## src/hw/rtl/blamka_block_compress_assert.svh

```systemverilog
// Assertion macros for the BlaMka block compression.
`ifndef BLAMKA_BLOCK_COMPRESS_ASSERT_SVH
`define BLAMKA_BLOCK_COMPRESS_ASSERT_SVH
// Implication checked every cycle outside reset.
`define BBC_ASSERT_IMP(lbl, ante, cons, msg) \
  lbl: assert property (@(posedge clk) disable iff (rst) (ante) |-> (cons)) \
    else $error(msg);
// Implication checked in the next cycle.
`define BBC_ASSERT_NEXT(lbl, ante, cons, msg) \
  lbl: assert property (@(posedge clk) disable iff (rst) (ante) |=> (cons)) \
    else $error(msg);
`endif

```

## src/hw/rtl/bbc_pkg.sv

```systemverilog
// Package: types, constants and the BlaMka helper functions.
`default_nettype none
package bbc_pkg;
  localparam int BlockWords = 128;
  localparam int AddrW = 7;
  localparam int WordW = 64;
  typedef logic [WordW-1:0] word_t;
  typedef logic [AddrW-1:0] addr_t;

  // Round-internal register index of the four words of G number gi (0..7).
  function automatic logic [3:0] g_idx(input logic [2:0] gi, input logic [1:0] r);
    logic [3:0] res;
    logic [1:0] c;
    begin
      c = gi[1:0];
      if (!gi[2]) begin
        res = {r, c};
      end else begin
        res = {r, 2'(c + r)};
      end
      return res;
    end
  endfunction

  // Block address of slot k (0..15) of pass p (0..15).
  function automatic addr_t slot_addr(input logic [3:0] p, input logic [3:0] k);
    addr_t res;
    begin
      if (!p[3]) begin
        res = {p[2:0], k};
      end else begin
        res = {k[3:1], p[2:0], k[0]};
      end
      return res;
    end
  endfunction

  function automatic word_t rotr(input word_t x, input logic [1:0] sel);
    word_t res;
    begin
      case (sel)
        2'd0: res = {x[31:0], x[63:32]};
        2'd1: res = {x[23:0], x[63:24]};
        2'd2: res = {x[15:0], x[63:16]};
        default: res = {x[62:0], x[63]};
      endcase
      return res;
    end
  endfunction
endpackage
`default_nettype wire

```

## src/hw/rtl/bbc_gunit.sv

```systemverilog
// BlaMka G unit: four steps, each a registered product then an add and xor-rotate.
`default_nettype none
module bbc_gunit (
  input  wire logic          clk,
  input  wire logic          rst,
  input  wire logic          start,
  input  wire bbc_pkg::word_t a_in,
  input  wire bbc_pkg::word_t b_in,
  input  wire bbc_pkg::word_t c_in,
  input  wire bbc_pkg::word_t d_in,
  output      logic          done,
  output      bbc_pkg::word_t a,
  output      bbc_pkg::word_t b,
  output      bbc_pkg::word_t c,
  output      bbc_pkg::word_t d
);
  import bbc_pkg::*;
  // Each half step: phase 0 registers the product, phase 1 adds and mixes.
  logic [1:0] step;
  logic       busy;
  logic       ph;
  logic [63:0] prod;
  word_t x, y, sum;
  logic [1:0] rsel;

  always_comb begin
    // step[0]: 0 -> a += b ; d = rot(d^a) ; 1 -> c += d ; b = rot(b^c)
    // rotation per step: 32, 24, 16, 63
    x = step[0] ? c : a;
    y = step[0] ? d : b;
    sum = x + y + {prod[62:0], 1'b0};
    rsel = step;
  end

  always_ff @(posedge clk) begin
    if (rst) begin
      busy <= 1'b0;
      done <= 1'b0;
    end else begin
      done <= 1'b0;
      if (start) begin
        busy <= 1'b1;
        step <= '0;
        ph <= 1'b0;
        a <= a_in; b <= b_in; c <= c_in; d <= d_in;
      end else if (busy) begin
        if (!ph) begin
          prod <= 64'(x[31:0]) * 64'(y[31:0]);
          ph <= 1'b1;
        end else begin
          ph <= 1'b0;
          if (!step[0]) begin
            a <= sum;
            d <= rotr(d ^ sum, rsel);
          end else begin
            c <= sum;
            b <= rotr(b ^ sum, rsel);
          end
          step <= step + 2'd1;
          if (step == 2'd3) begin
            busy <= 1'b0;
            done <= 1'b1;
          end
        end
      end
    end
  end

  `include "blamka_block_compress_assert.svh"
  `BBC_ASSERT_NEXT(a_start_busy, start, busy, "G unit not busy after start")
  `BBC_ASSERT_NEXT(a_done_pulse, done, !done, "G done longer than one cycle")
  `BBC_ASSERT_IMP(a_no_restart, busy, !start, "G unit restarted while busy")
endmodule
`default_nettype wire

```

## config.mk

```make
export PLATFORM = sky130hd
export DESIGN_NAME = bbc_gunit
export DESIGN_NICKNAME = d
export VERILOG_FILES = /design/src/hw/rtl/bbc_pkg.sv /design/src/hw/rtl/bbc_gunit.sv
export VERILOG_INCLUDE_DIRS = /design/src /design/src/hw/rtl
export SDC_FILE = /design/constraint.sdc
export NUM_CORES = 2
export LEC_CHECK = 0
export ABC_CLOCK_PERIOD_IN_PS = 19850
export BUFFER_PORTS_ARGS = -buffer_cell sky130_fd_sc_hd__buf_2
export CORE_ASPECT_RATIO = 1.25
export CORE_MARGIN = 3
export CORE_UTILIZATION = 40
export DETAILED_ROUTE_END_ITERATION = 12
export GPL_TIMING_DRIVEN = 0
export PLACE_DENSITY = 0.66
export SYNTH_ARGS = -nofsm -noshare
export SYNTH_HDL_FRONTEND = slang
export SYNTH_SLANG_ARGS = --single-unit
```

## constraint.sdc

```tcl
create_clock -name clk -period 19.85 [get_ports clk]
set_clock_uncertainty 0.2 [all_clocks]
set_input_delay 1.985 -clock clk [delete_from_list [all_inputs] [get_ports clk]]
set_output_delay 1.985 -clock clk [all_outputs]
set_load 0.005 [all_outputs]
```

==> impl_metrics.env <==
export IMPL_first_pass_iters=8
export IMPL_hold_path_class="reg2reg"
export IMPL_final_layout_size_suffix_gt1_share_pct=12.34
export IMPL_synth_compound_area_share_pct=11.82
export IMPL_finish_instance_area_sq_mm=0.06285
export IMPL_whs_path_depth=1
export IMPL_antenna_found_initial=43
export IMPL_grt_total_usage_pct=49.90
export IMPL_fin_tns_setup_ps=0
export IMPL_ys_ff_latch=324
export IMPL_fin_crit_ps=14760
export IMPL_synthSimpleGateAreaFrac_pct=12.69
export IMPL_drt_iter0_drc=6312
export IMPL_grt_max_degree=31
export IMPL_syn_inst=6005
export IMPL_via_per_inst=6.277
export IMPL_numCtsBuffers=42
export IMPL_cp_required_ps=20110
export IMPL_status="finished, violations left"
export IMPL_num_io_pins=516
export IMPL_cts_sinks=324
export IMPL_synth_top_family_by_area="adder cells"
export IMPL_yosys_top_cells_area="fa_1 35%, edfxtp_1 17%, ha_1 7.3%, inv_1 6.2%, nand2_1 5.4%"
export IMPL_path_class="reg2reg"
export IMPL_final_hold_viol_count=0
export IMPL_violations="max-capacitance violations, max-slew violations"
export IMPL_postSynthAreaPerCell_sq_um=9.223
export IMPL_start_util_pct=40.28
export IMPL_gp_congestion=1.120
export IMPL_nNetsFinal=8154
export IMPL_cts_root_buf="clkbuf_16"
export IMPL_die_area_sq_mm=0.1430
export IMPL_wl_mm=359.7
export IMPL_rsz0062_at_grt="no"
export IMPL_drc_errors=0
export IMPL_cts_tree="done"
export IMPL_yosys_area_share_xor_xnor_pct=4.690
export IMPL_crit_family="adder cells"
export IMPL_dp_hpwl_mm=297.2
export IMPL_synthesis_nets=7546
export IMPL_max_freq_mhz=67.75
export IMPL_postCtsSetupBuffers=0
export IMPL_crit_top_cell="fa_1"
export IMPL_min_period_over_period_pct=74.36
export IMPL_hold_buffers=0
export IMPL_chipWidth_um=338.8
export IMPL_clk_path_buf_depth=3
export IMPL_synth_common_cells="958 x fa_1, 908 x inv_1, 800 x nand2_1"
export IMPL_syn_to_final_growth_pct=13.47
export IMPL_worst_pin_slew_ps=1778
export IMPL_overflow=0
export IMPL_dpl_cell_area_sq_mm=0.06117
export IMPL_multi_input_area_sq_mm=0.04115
export IMPL_fill_cells=13755
export IMPL_synthFlopType="edfxtp_1"
export IMPL_setup_viol=0
export IMPL_synth_seq_area_share_pct=17.53
export IMPL_critPathBufInv=9
export IMPL_critPathLaunchType="flop"
export IMPL_synth_edff_count=322
export IMPL_die_h_um=422.0
export IMPL_rr_endpoint="prod[62]"
export IMPL_coreArea_sq_mm=0.1375
export IMPL_clk_latency_ps=700
export IMPL_min_to="busy"
export IMPL_synthDistinctLibCells=90
export IMPL_clkTransAtPathRegs_ps=70
export IMPL_grt_pass1_wl_mm=478.0
export IMPL_post_synth_mux_area_share_pct=2.670
export IMPL_via_count=53454
export IMPL_synth_most_common_cell="fa_1"
export IMPL_reg2reg_slack_ps=5090
export IMPL_slowest_delay_ps=1250
export IMPL_syn_area_sq_mm=0.05538
export IMPL_min_from="ph"
export IMPL_drv_cap=22
export IMPL_yosys_area_share_adder_pct=41.95
export IMPL_io_buffers=514
export IMPL_rr_worst_depth=28
export IMPL_end_kind="flop"
export IMPL_yosys_area_top_type="fa_1"
export IMPL_avgRoutedWirePerCell_um=42.24
export IMPL_slew_viol_final=161
export IMPL_grt_pass1_vias=54985
export IMPL_slew_headroom_pct=-18.92
export IMPL_post_cts_resized=0
export IMPL_crit_fanout=11
export IMPL_async_reset_ff_share_pct=0
export IMPL_synth_top_area_share_pct=34.63
export IMPL_cp_arrival_ps=15020
export IMPL_cts_max_level=2
export IMPL_row_count=152
export IMPL_reg2reg_from="rsel[0]"
export IMPL_slowest_stage="mux2i_1"
export IMPL_regArea_sq_mm=0.009709
export IMPL_ant_nets=0
export IMPL_ys_warnings_count=0
==> state kept, by name, indices dropped and copies added (netlist names) <==
register  cells
c            64
rsel          2
d            64
b            64
prod         63
a            64
busy          1
ph            1
done          1
==> how the worst max path moves through the flow <==
stage | startpoint | to | cells past startpoint
detailed placement | rsel[0] | prod[62] | 28
floorplan | start | prod[0] | 4
global placement | start | a[21] | 5
global route | rsel[0] | prod[62] | 26
CTS | rsel[0] | prod[62] | 28
finish | rsel[0] | prod[62] | 28
==> layout make-up <==
class	instances	share of cell area (%)
multi-input cells	4409	65.49
flip-flops and latches	324	15.45
inverters	938	5.602
repair buffers	564	5.204
well taps	1848	3.679
plain buffers	334	2.041
clock buffers	46	1.730
clock inverters	32	0.7247
diodes	21	0.08362
==> cells in the final DEF, fill, tap and decap left out, types with 28 or more instances in the layout <==
| cell type | instances |
|---|---|
| fa_1 | 958 |
| inv_1 | 908 |
| nand2_1 | 800 |
| nor2_1 | 707 |
| buf_2 | 530 |
| ha_1 | 324 |
| edfxtp_1 | 322 |
| clkbuf_1 | 302 |
| a21oi_1 | 255 |
| xnor2_1 | 152 |
| o21ai_0 | 145 |
| a21o_1 | 122 |
| xor2_1 | 111 |
| a221oi_1 | 111 |
| o22ai_1 | 90 |
| mux2_2 | 70 |
| mux2i_1 | 45 |
| clkbuf_16 | 43 |
| and2_1 | 42 |
| nand3_1 | 35 |
| clkinv_1 | 29 |
| nor3_1 | 28 |
==> through the flow <==
stage	hold slack, ps	utilization (%)	setup slack, ps	std cells
floorplan	296.4	-	9802	6005
global placement	346.1	43.83	2411	8367
detailed placement	363.1	44.49	5743	8414
CTS	376.0	45.61	5696	8492
global route	395.4	45.67	5401	8497
finish	383.0	45.71	5091	8516
==> cells by family after synthesis <==
| kind of cell | count (synthesis) |
|---|---|
| simple gates | 1728 |
| fa+ha+maj | 1282 |
| buf+inv | 1272 |
| compound gates | 977 |
| flops | 324 |
| xor+xnor | 283 |
| mux | 139 |
==> worst reg2reg max path, delay by kind of cell, from the launching register on <==
kind                     cells  cell delay (ps)
XOR/XNOR                     1              300
flip-flops                   1              650
AO/OA/AOI/OAI                4             1440
multiplexers                 1             1270
buffers and inverters        9             4280
AND/OR/NAND/NOR              4             2010
adder cells (fa/ha/maj)      9             4420
==> metal layers <==
layer | GRT usage (%) | vias up | share of wire (%)
met5 | 0 | - | 0.023
met4 | 52.36 | 14 | 14
met3 | 14.13 | 1483 | 9.8
met2 | 76.08 | 4146 | 43
met1 | 54.05 | 27128 | 33
li1 | - | 20683 | -
Power is left out: the tool's default activity adds up to more than one toggle a clock period on the data nets, which glitch-free logic cannot reach.
